<file path="src/rtl/core/bfe_pkg.sv">
package bfe_pkg;

   localparam int MUL_W      = 23;
   localparam int QUOT_BITS  = 15;
   localparam int STEP_W     = 4;
   localparam int CSR_IDX_W  = 3;
   localparam int OP_W       = 3;
   localparam int NUM_OPS    = 5;

   localparam logic [CSR_IDX_W-1:0] CSR_MOMENTUM_GAIN = 3'd0;
   localparam logic [CSR_IDX_W-1:0] CSR_TREND_GAIN    = 3'd1;
   localparam logic [CSR_IDX_W-1:0] CSR_RANGE_GAIN    = 3'd2;
   localparam logic [CSR_IDX_W-1:0] CSR_RANGE_OFFSET  = 3'd3;
   localparam logic [CSR_IDX_W-1:0] CSR_VOLUME_GAIN   = 3'd4;

   localparam logic [15:0] MOMENTUM_GAIN_RST = 16'd5120;
   localparam logic [15:0] TREND_GAIN_RST    = 16'd7680;
   localparam logic [15:0] RANGE_GAIN_RST    = 16'd10240;
   localparam logic [15:0] RANGE_OFFSET_RST  = 16'd1311;
   localparam logic [15:0] VOLUME_GAIN_RST   = 16'd128;

   localparam logic [OP_W-1:0] OP_MOMENTUM = 3'd0;
   localparam logic [OP_W-1:0] OP_TREND    = 3'd1;
   localparam logic [OP_W-1:0] OP_RANGE    = 3'd2;
   localparam logic [OP_W-1:0] OP_VOLUME   = 3'd3;
   localparam logic [OP_W-1:0] OP_INTRADAY = 3'd4;

   typedef struct packed {
      logic        new_series;
      logic [31:0] open_price;
      logic [31:0] high_price;
      logic [31:0] low_price;
      logic [31:0] close_price;
      logic [31:0] bar_volume;
   } req_type;

   typedef struct packed {
      logic               features_valid;
      logic signed [15:0] momentum_feature;
      logic signed [15:0] trend_feature;
      logic signed [15:0] range_feature;
      logic signed [15:0] volume_feature;
      logic signed [15:0] intraday_return;
   } rsp_type;

   typedef struct packed {
      logic            accept;
      logic            issue;
      logic            store;
      logic            commit;
      logic [OP_W-1:0] op;
   } cmd_type;

   typedef struct packed {
      logic div_done;
   } sts_type;

   typedef enum logic [3:0] {
      ST_IDLE   = 4'b0001,
      ST_ISSUE  = 4'b0010,
      ST_WAIT   = 4'b0100,
      ST_FINISH = 4'b1000
   } ctrl_state_type;

   typedef enum logic [4:0] {
      DIV_IDLE   = 5'b00001,
      DIV_MUL_LO = 5'b00010,
      DIV_MUL_HI = 5'b00100,
      DIV_CHECK  = 5'b01000,
      DIV_STEP   = 5'b10000
   } div_state_type;

endpackage

</file>
<file path="src/rtl/core/bfe_ctrl.sv">
module bfe_ctrl (
   input  logic             clock,
   input  logic             reset,
   input  logic             req_valid,
   output logic             req_stall,
   output logic             rsp_valid,
   input  logic             rsp_stall,
   input  bfe_pkg::sts_type sts,
   output bfe_pkg::cmd_type cmd
);

   bfe_pkg::ctrl_state_type      state_ff, state_in;
   logic [bfe_pkg::OP_W-1:0]     op_ff, op_in;
   logic                         rsp_valid_ff, rsp_valid_in;
   logic                         out_free;

   // output register can take a new result this cycle
   assign out_free = !rsp_valid_ff || !rsp_stall;

   always_comb begin
      state_in   = state_ff;
      op_in      = op_ff;
      cmd        = '0;
      cmd.op     = op_ff;
      unique case (state_ff)
         bfe_pkg::ST_IDLE: begin
            if (req_valid) begin
               cmd.accept = 1'b1;
               op_in      = bfe_pkg::OP_MOMENTUM;
               state_in   = bfe_pkg::ST_ISSUE;
            end
         end
         bfe_pkg::ST_ISSUE: begin
            cmd.issue = 1'b1;
            state_in  = bfe_pkg::ST_WAIT;
         end
         bfe_pkg::ST_WAIT: begin
            if (sts.div_done) begin
               cmd.store = 1'b1;
               if (op_ff == bfe_pkg::OP_W'(bfe_pkg::NUM_OPS - 1)) begin
                  state_in = bfe_pkg::ST_FINISH;
               end else begin
                  op_in    = op_ff + 1'b1;
                  state_in = bfe_pkg::ST_ISSUE;
               end
            end
         end
         bfe_pkg::ST_FINISH: begin
            if (out_free) begin
               cmd.commit = 1'b1;
               state_in   = bfe_pkg::ST_IDLE;
            end
         end
         default: state_in = bfe_pkg::ST_IDLE;
      endcase
   end

   assign rsp_valid_in = cmd.commit || (rsp_valid_ff && rsp_stall);

   always_ff @(posedge clock) begin
      if (reset) begin
         state_ff     <= bfe_pkg::ST_IDLE;
         rsp_valid_ff <= 1'b0;
      end else begin
         state_ff     <= state_in;
         rsp_valid_ff <= rsp_valid_in;
      end
      op_ff <= op_in;
   end

   assign req_stall = (state_ff != bfe_pkg::ST_IDLE);
   assign rsp_valid = rsp_valid_ff;

endmodule

</file>
<file path="config.mk">
export PLATFORM = sky130hd
export DESIGN_NAME = bfe_ctrl
export DESIGN_NICKNAME = d
export VERILOG_FILES = /design/src/rtl/core/bfe_pkg.sv /design/src/rtl/core/bfe_ctrl.sv
export SDC_FILE = /design/constraint.sdc
export NUM_CORES = 1
export LEC_CHECK = 0
export BUFFER_PORTS_ARGS = -buffer_cell sky130_fd_sc_hd__buf_2
export CORE_AREA = 2 2 41 43
export DETAILED_ROUTE_END_ITERATION = 10
export DIE_AREA = 0 0 43 45
export MAX_ROUTING_LAYER = met4
export SETUP_SLACK_MARGIN = 0.5
export SLEW_MARGIN = 20
export SYNTH_ARGS = -nofsm -noshare
export SYNTH_HDL_FRONTEND = slang
export SYNTH_SLANG_ARGS = --single-unit
</file>
<file path="constraint.sdc">
create_clock -name clock -period 3.1 [get_ports clock]
set_input_delay 0.155 -clock clock [delete_from_list [all_inputs] [get_ports clock]]
set_output_delay 0.155 -clock clock [all_outputs]
set_load 0.02 [all_outputs]
</file>
After elaboration in Yosys (flattened, before gate mapping)
Cells that the tools add are included.
{ "op_classes": {"mux": 16, "eq_ne": 10, "reduce_logical": 8, "add_sub_neg": 1} }
{ "op_table": {"columns": ["operator", "n"], "rows": [
  ["$mux W4", 4],
  ["$pmux W4 S4", 1],
  ["$mux W3", 3],
  ["$ne A2 B2 Y1 const B", 4],
  ["$mux W1", 7],
  ["$pmux W3 S2", 1],
  ["$eq A4 B1 Y1 const B", 1],
  ["$eq A4 B2 Y1 const B", 1],
  ["$eq A4 B3 Y1 const B", 1],
  ["$eq A4 B4 Y1 const B", 1],
  ["$ne A4 B1 Y1 const B", 1],
  ["$reduce_and A4 Y1", 1],
  ["$add A3 B1 Y3 const B", 1],
  ["$eq A3 B3 Y1 const B", 1],
  ["$reduce_and A3 Y1", 1],
  ["$logic_not A1 Y1", 2],
  ["$logic_or A1 B1 Y1", 2],
  ["$reduce_bool A2 Y1", 1],
  ["$logic_and A1 B1 Y1", 1]
]} }
{ "totals": {"out_inout_bits": 9, "word_cells": 38, "inputBits": 5, "ff_bits": 8} }

Longest topological paths before layout
Gate-level depths: netlist of run 1.
{ "logic_depth": {"depth_word": 5, "ltp_mapped": 5, "depth_no_buf": 5} }

Worst setup path after synthesis of run 1
Ideal clock, no wire load.
{ "synth_timing": {"path_type": "flip-flop to flip-flop", "from": "reg op_ff[0] in the netlist's numbering", "to": "reg op_ff[0] in the netlist's numbering, enable pin", "setup_ns": 0.371, "path_buffers": 0, "t_arrival_ns": 1.250, "setup_slack_ns": 1.479, "required_time_ns": 2.729, "path_stages_with_launch": 6, "synth_period_minus_slack_ns": 1.621, "cell_sequence": "edfxtp_1 > inv_1 > ha_1 > nand2_1 > a21oi_1 > nor4_1"} }
{ "synth_via": {"elab_chain_cells": 3} }
{ "synth_lines": {"columns": ["item", "line_no", "text"], "rows": [
  ["start: declaration", "bfe_ctrl.sv:13", "logic [bfe_pkg::OP_W-1:0] op_ff, op_in;"],
  ["start signal: assignment", "bfe_ctrl.sv:68", "op_ff <= op_in;"],
  ["$eq A3 B3 Y1", "bfe_ctrl.sv:40", "if (op_ff == bfe_pkg::OP_W'(bfe_pkg::NUM_OPS - 1)) begin"],
  ["$ne A2 B2 Y1 (no line)", null, null],
  ["$reduce_and A4 Y1 (no line)", null, null]
]} }
No other way between the ends.
A chain may end at the register's enable or synchronous reset.

==> impl_metrics.env, run 1 <==
export IMPL_status="complete, no violations"
export IMPL_cp_required_ns=2.94
export IMPL_post_route_min_period_ns=1.64
export IMPL_max_cap_violations=0
export IMPL_grt_overflow_total=0
export IMPL_drtIter0Drc=10
export IMPL_ys_warnings_count=0
export IMPL_synth_area_leaders="dfxtp_1 23%, edfxtp_1 21%, nor2_1 6.0%"
export IMPL_numCtsBuffers=3
export IMPL_insertion_delay_ns=0.24
export IMPL_wl_per_cell_um=10.4
export IMPL_diodes=0
export IMPL_track_usage_pct=10.7
export IMPL_final_seq_area_um2=190
export IMPL_floorplan_initialDensity_pct=29.8
export IMPL_port_buffers=13
export IMPL_finalPower_uw=354
export IMPL_final_nets=73
export IMPL_worstPathCellList="or4b_4 -> a21oi_1 -> buf_2"
export IMPL_synth_ff_latch_count=8
export IMPL_n_fill_cell=159
export IMPL_critPathLaunch="state_ff[3]$_SDFFE_PP0P_"
export IMPL_routed_via_density=4.75
export IMPL_ys_seq_area_share_pct=43.3
export IMPL_grt_pass1_vias=349
export IMPL_placementRows=14
export IMPL_antenna_found_initial=0
export IMPL_vdd_drop_max_mv=0.173
export IMPL_maxSlewHeadroom_pct=62.5
export IMPL_route_vias_total=385
export IMPL_ios=14
export IMPL_finalSetupTns_ns=0
export IMPL_synth_edf_count=3
export IMPL_fp_dieH_um=45
export IMPL_crit_arrival_ns=1.48
export IMPL_grt_max_degree=10
export IMPL_critPathKind="reg -> out"
export IMPL_drv_slew=0
export IMPL_p_comb_share_pct=33.6
export IMPL_clockRootBuffer="clkbuf_4"
export IMPL_p_sw_uw=124
export IMPL_power_frac_seq_pct=43.9
export IMPL_avgSynthCellArea_um2=9.15
export IMPL_drc_errors=0
export IMPL_synth_area_leader_cell="dfxtp_1"
export IMPL_power_leakage_uw=0.000236
export IMPL_drive_gt1_share_pct=26.2
export IMPL_synth_cell_type_count=22
export IMPL_hold_viol=0
export IMPL_powerDensity_mw_per_mm2=643
export IMPL_tightest_slew_ns=0.554
export IMPL_gp_congestion=0.761
export IMPL_slowest_stage="or4b_4"
export IMPL_power_frac_clock_pct=22.5
export IMPL_cts_setup_buffers=0
export IMPL_postRouteAntennaNets=0
export IMPL_clock_skew_ns=0.00563
export IMPL_p_int_uw=230
export IMPL_worstHoldStart="reset"
export IMPL_h_tree_depth=1
export IMPL_synth_top_area_share_pct=22.8
export IMPL_setup_viol=0
export IMPL_coreArea_mm2=0.00147
export IMPL_swShare_pct=35.0
export IMPL_grt_pass1_wl_mm=1.40
export IMPL_cp_start_kind="flop"
export IMPL_rr_startpoint="state_ff[2]$_SDFFE_PP0P_"
export IMPL_drt_total_wl_um=842
export IMPL_crit_family="simple AND/OR/NAND/NOR gates"
export IMPL_yosys_top_cells_count="7 x nor2_1, 5 x dfxtp_1, 5 x inv_1"
export IMPL_hp_class="in -> reg"
export IMPL_syn_num_nets=55
export IMPL_area_growth_pct=25.4
export IMPL_rsz0062_at_grt="no"
export IMPL_synth_cell_area_um2=439
export IMPL_multi_input_area_um2=230
export IMPL_cts_resized=0
export IMPL_fmax_mhz=612
export IMPL_crit_buf_inv=1
export IMPL_die_width_um=43
export IMPL_cts_tree="done"
export IMPL_path_clk_slew_ns=0.05
export IMPL_fp_dieArea_mm2=0.00194
export IMPL_fin_hold_ws_ns=0.137
export IMPL_dpl_hpwl_um=674
export IMPL_cts_buffer_depth=2
export IMPL_synthCells=48
export IMPL_crit_path_max_fanout=7
export IMPL_end_kind="primary output"
export IMPL_hold_buffers=0
export IMPL_period_share_pct=52.8
export IMPL_async_reset_ff_share_pct=0
export IMPL_first_pass_iters=4
export IMPL_synth_flop_cell="dfxtp_1"
export IMPL_cts_sinks=8
export IMPL_slowest_delay_ns=0.51
export IMPL_synth_most_common_cell="nor2_1"
-- through the flow --
| step | setup WS (ns) | area [µm²] | instances | util, % |
|---|---|---|---|---|
| after floorplan | 1.48 | 439 | 48 | - |
| final | 1.46 | 551 | 81 | 37.4 |
| after CTS | 1.46 | 551 | 81 | 37.4 |
| after detailed placement | 1.50 | 524 | 77 | 35.6 |
| after global routing | 1.36 | 551 | 81 | 37.4 |
| after global placement | 1.52 | 524 | 77 | 35.6 |
-- worst register-to-register path: cells and delay by family, from the launching register on --
family           cells  cell delay (ns)
flip-flops           1             0.45
AND/OR/NAND/NOR      2             0.69
AO/OA/AOI/OAI        1             0.11
-- flip-flops by register name, summed over array words and instances (netlist names) --
register   count
rsp_valid      1
state_ff       4
op_ff          3
-- kinds of logic (layout without fill, tap and decap cells) --
group / count (synthesis) / after routing / synth area share (%)
DFF: 8 / 8 / 43.3
buffers and inverters: 5 / 22 / 4.27
AOI/OAI and AO/OA: 9 / 9 / 13.1
adders and majority gates: 2 / 2 / 5.70
xor gates and xnor gates: 1 / 1 / 1.99
and+or+nand+nor: 23 / 23 / 31.6
-- worst paths after layout --
| kind | cells past startpoint | slack, ns | to |
|---|---|---|---|
| worst max register to register | 3 | 1.49 | op_ff[1]$_SDFFCE_PP0P_ |
| worst min register to register | 2 | 0.49 | rsp_valid$_SDFF_PP0_ |
| worst max-delay path | 3 | 1.46 | cmd[3] |
| worst min-delay path | 2 | 0.14 | state_ff[2]$_SDFFE_PP0P_ |
-- layout by cell type (no fill, tap or decap), types with 2 or more instances in the layout --
cell type,count
ha_1,2
nor2_1,7
a21oi_1,4
clkbuf_4,3
inv_1,5
dfxtp_1,5
nor2b_1,2
buf_2,13
nand2_1,3
nor3b_1,2
nor4b_1,3
edfxtp_1,3
-- power groups by stage --
stage	sequential, µW	clock [µW]	combinational [µW]
2_1_floorplan	168	0	73.5
3_3_place_gp	157	0	122
3_5_place_dp	157	0	120
4_1_cts	155	83.8	120
5_1_grt	160	89.0	134
6_report	155	79.6	119
-- area by class of cell --
| type | instances | area share [%] |
|---|---|---|
| timing repair buffer | 13 | 11.8 |
| tap | 16 | 3.64 |
| multi-input combinational | 35 | 41.8 |
| sequential | 8 | 34.5 |
| clock buffer | 4 | 4.77 |
| inverter | 5 | 3.41 |
-- per-layer routing --
metal  up-vias  share of wire (%)  GRT usage (%)  wire [µm]
met4         0                3.2           12.7         27
met5         -                  0              -          0
met3         2                5.5           1.20         46
met1       165                 48           12.7        405
li1        206                  -              -          -
met2        12                 43           14.5        362
(Power assumes the default switching activity.)
==> run 2, diff against run 1 <==
Clock period 3.1 ns to 1.6 ns, I/O delays scaled along.
==> run 2 against run 1 <==
Effect of this change:
- non-clock buffer count is 13 higher
- hold slack worse by 0.066 ns
- core utilization is 19 points higher
- combinational power grew to 3.8 times the previous value
- cell count is 16% higher
- power grew to 2.7 times the previous value
- die area stayed put
- first-iteration DRC count is 60% higher
- largest cell class unchanged
==> impl_metrics.env, run 2 (same netlist as run 1, synthesis figures left out) <==
export IMPL_placementRows=14
export IMPL_cts_buffer_depth=2
export IMPL_drtIter0Drc=16
export IMPL_power_frac_clock_pct=18.0
export IMPL_drc_errors=0
export IMPL_drv_slew=0
export IMPL_power_leakage_uw=0.000334
export IMPL_floorplan_initialDensity_pct=29.8
export IMPL_grt_pass1_wl_mm=2.23
export IMPL_insertion_delay_ns=0.26
export IMPL_path_clk_slew_ns=0.06
export IMPL_first_pass_iters=4
export IMPL_wl_per_cell_um=16.1
export IMPL_diodes=0
export IMPL_fmax_mhz=647
export IMPL_route_vias_total=513
export IMPL_top_register="state_ff"
export IMPL_crit_path_max_fanout=3
export IMPL_grt_pass1_vias=501
export IMPL_hp_class="in -> reg"
export IMPL_largest_reg_flops=4
export IMPL_swShare_pct=38.8
export IMPL_area_growth_pct=89.5
export IMPL_postRouteAntennaNets=0
export IMPL_routed_via_density=5.46
export IMPL_p_comb_share_pct=48.5
export IMPL_cts_tree="done"
export IMPL_powerDensity_mw_per_mm2=1130
export IMPL_crit_arrival_ns=1.46
export IMPL_cp_required_ns=1.52
export IMPL_setup_viol=0
export IMPL_hold_buffers=0
export IMPL_hold_viol=0
export IMPL_port_buffers=13
export IMPL_vdd_drop_max_mv=0.440
export IMPL_grt_max_degree=9
export IMPL_numCtsBuffers=3
export IMPL_antenna_found_initial=0
export IMPL_coreArea_mm2=0.00147
export IMPL_final_cell_mix="11 x buf_4, 9 x buf_2, 5 x buf_6"
export IMPL_cts_sinks=8
export IMPL_finalSetupTns_ns=0
export IMPL_clockRootBuffer="clkbuf_4"
export IMPL_clock_skew_ns=0.00632
export IMPL_maxSlewHeadroom_pct=76.0
export IMPL_ios=14
export IMPL_max_cap_violations=0
export IMPL_tightest_slew_ns=0.355
export IMPL_post_route_min_period_ns=1.54
export IMPL_grt_overflow_total=0
export IMPL_finalPower_uw=943
export IMPL_h_tree_depth=1
export IMPL_p_int_uw=577
export IMPL_dp_cells=80
export IMPL_end_kind="primary output"
export IMPL_die_width_um=43
export IMPL_power_frac_seq_pct=33.5
export IMPL_gp_congestion=0.688
export IMPL_cp_start_kind="flop"
export IMPL_dpl_hpwl_um=752
export IMPL_track_usage_pct=16.6
export IMPL_fp_dieArea_mm2=0.00194
export IMPL_status="complete, no violations"
export IMPL_final_nets=86
export IMPL_drive_gt1_share_pct=73.1
export IMPL_rsz0062_at_grt="yes"
export IMPL_fin_cells=94
export IMPL_mostFrequentLayoutCell="buf_4"
export IMPL_p_sw_uw=366
export IMPL_drt_total_wl_mm=1.52
export IMPL_period_share_pct=96.6
export IMPL_critPathKind="reg -> out"
export IMPL_fp_dieH_um=45
## run 2: critical path, stage by stage, from the launching register on
cell and delay [ns]:
dfxtp_2 0.33, buf_6 0.11, or4b_4 0.56, nor2_4 0.10
buf_6 0.11
## run 2: metal layers
| layer | global-route usage [%] | routed length (µm) | vias up |
|---|---|---|---|
| li1 | - | - | 234 |
| met1 | 17.9 | 602 | 251 |
| met2 | 26.1 | 772 | 20 |
| met3 | 2.40 | 64 | 8 |
| met4 | 16.4 | 78 | 0 |
| met5 | - | 0 | - |
## run 2: cell type report
cell class                      count  area (µm²)
Clock buffer                        4        26.3
Fill cell                         126         639
Inverter                            5        18.8
Multi-Input combinational cell     35         368
Sequential cell                     8         200
Tap cell                           16        20.0
Timing Repair Buffer               26         199
## run 2: worst paths after layout
check / endpoint / slack [ns] / depth (start not counted) / start
setup / recovery: cmd[6] / 0.06 / 4 / state_ff[1]$_SDFFE_PP0P_
hold / removal: rsp_valid$_SDFF_PP0_ / 0.07 / 2 / reset
setup reg to reg: state_ff[0]$_SDFFE_PP1P_ / 0.08 / 3 / state_ff[0]$_SDFFE_PP1P_
hold reg to reg: rsp_valid$_SDFF_PP0_ / 0.53 / 2 / rsp_valid$_SDFF_PP0_
## run 2: stage by stage
step,setup WS [ns],hold slack (ns),area (µm²),utilization [%]
after global placement,0.123,0.328,592,40.2
after floorplan,0.140,0.149,484,-
after detailed placement,0.113,0.330,592,40.2
after CTS,0.0389,0.0638,781,53.1
after global routing,0.0109,0.0786,832,56.5
final,0.0551,0.0716,832,56.5
## run 2: power groups by stage
stage	logic, µW	registers, µW	clock network [µW]
2_1_floorplan	182	334	0
3_3_place_gp	300	304	0
3_5_place_dp	306	306	0
4_1_cts	406	312	175
5_1_grt	486	321	185
6_report	458	316	170
## run 2: timing repair
action | CTS | global route
buffers inserted | 8 | 2
pin swaps | 7 | 6
setup endpoints to repair | 14 | 16
hold endpoints to repair | 0 | 0
gates resized for setup | 27 | 9
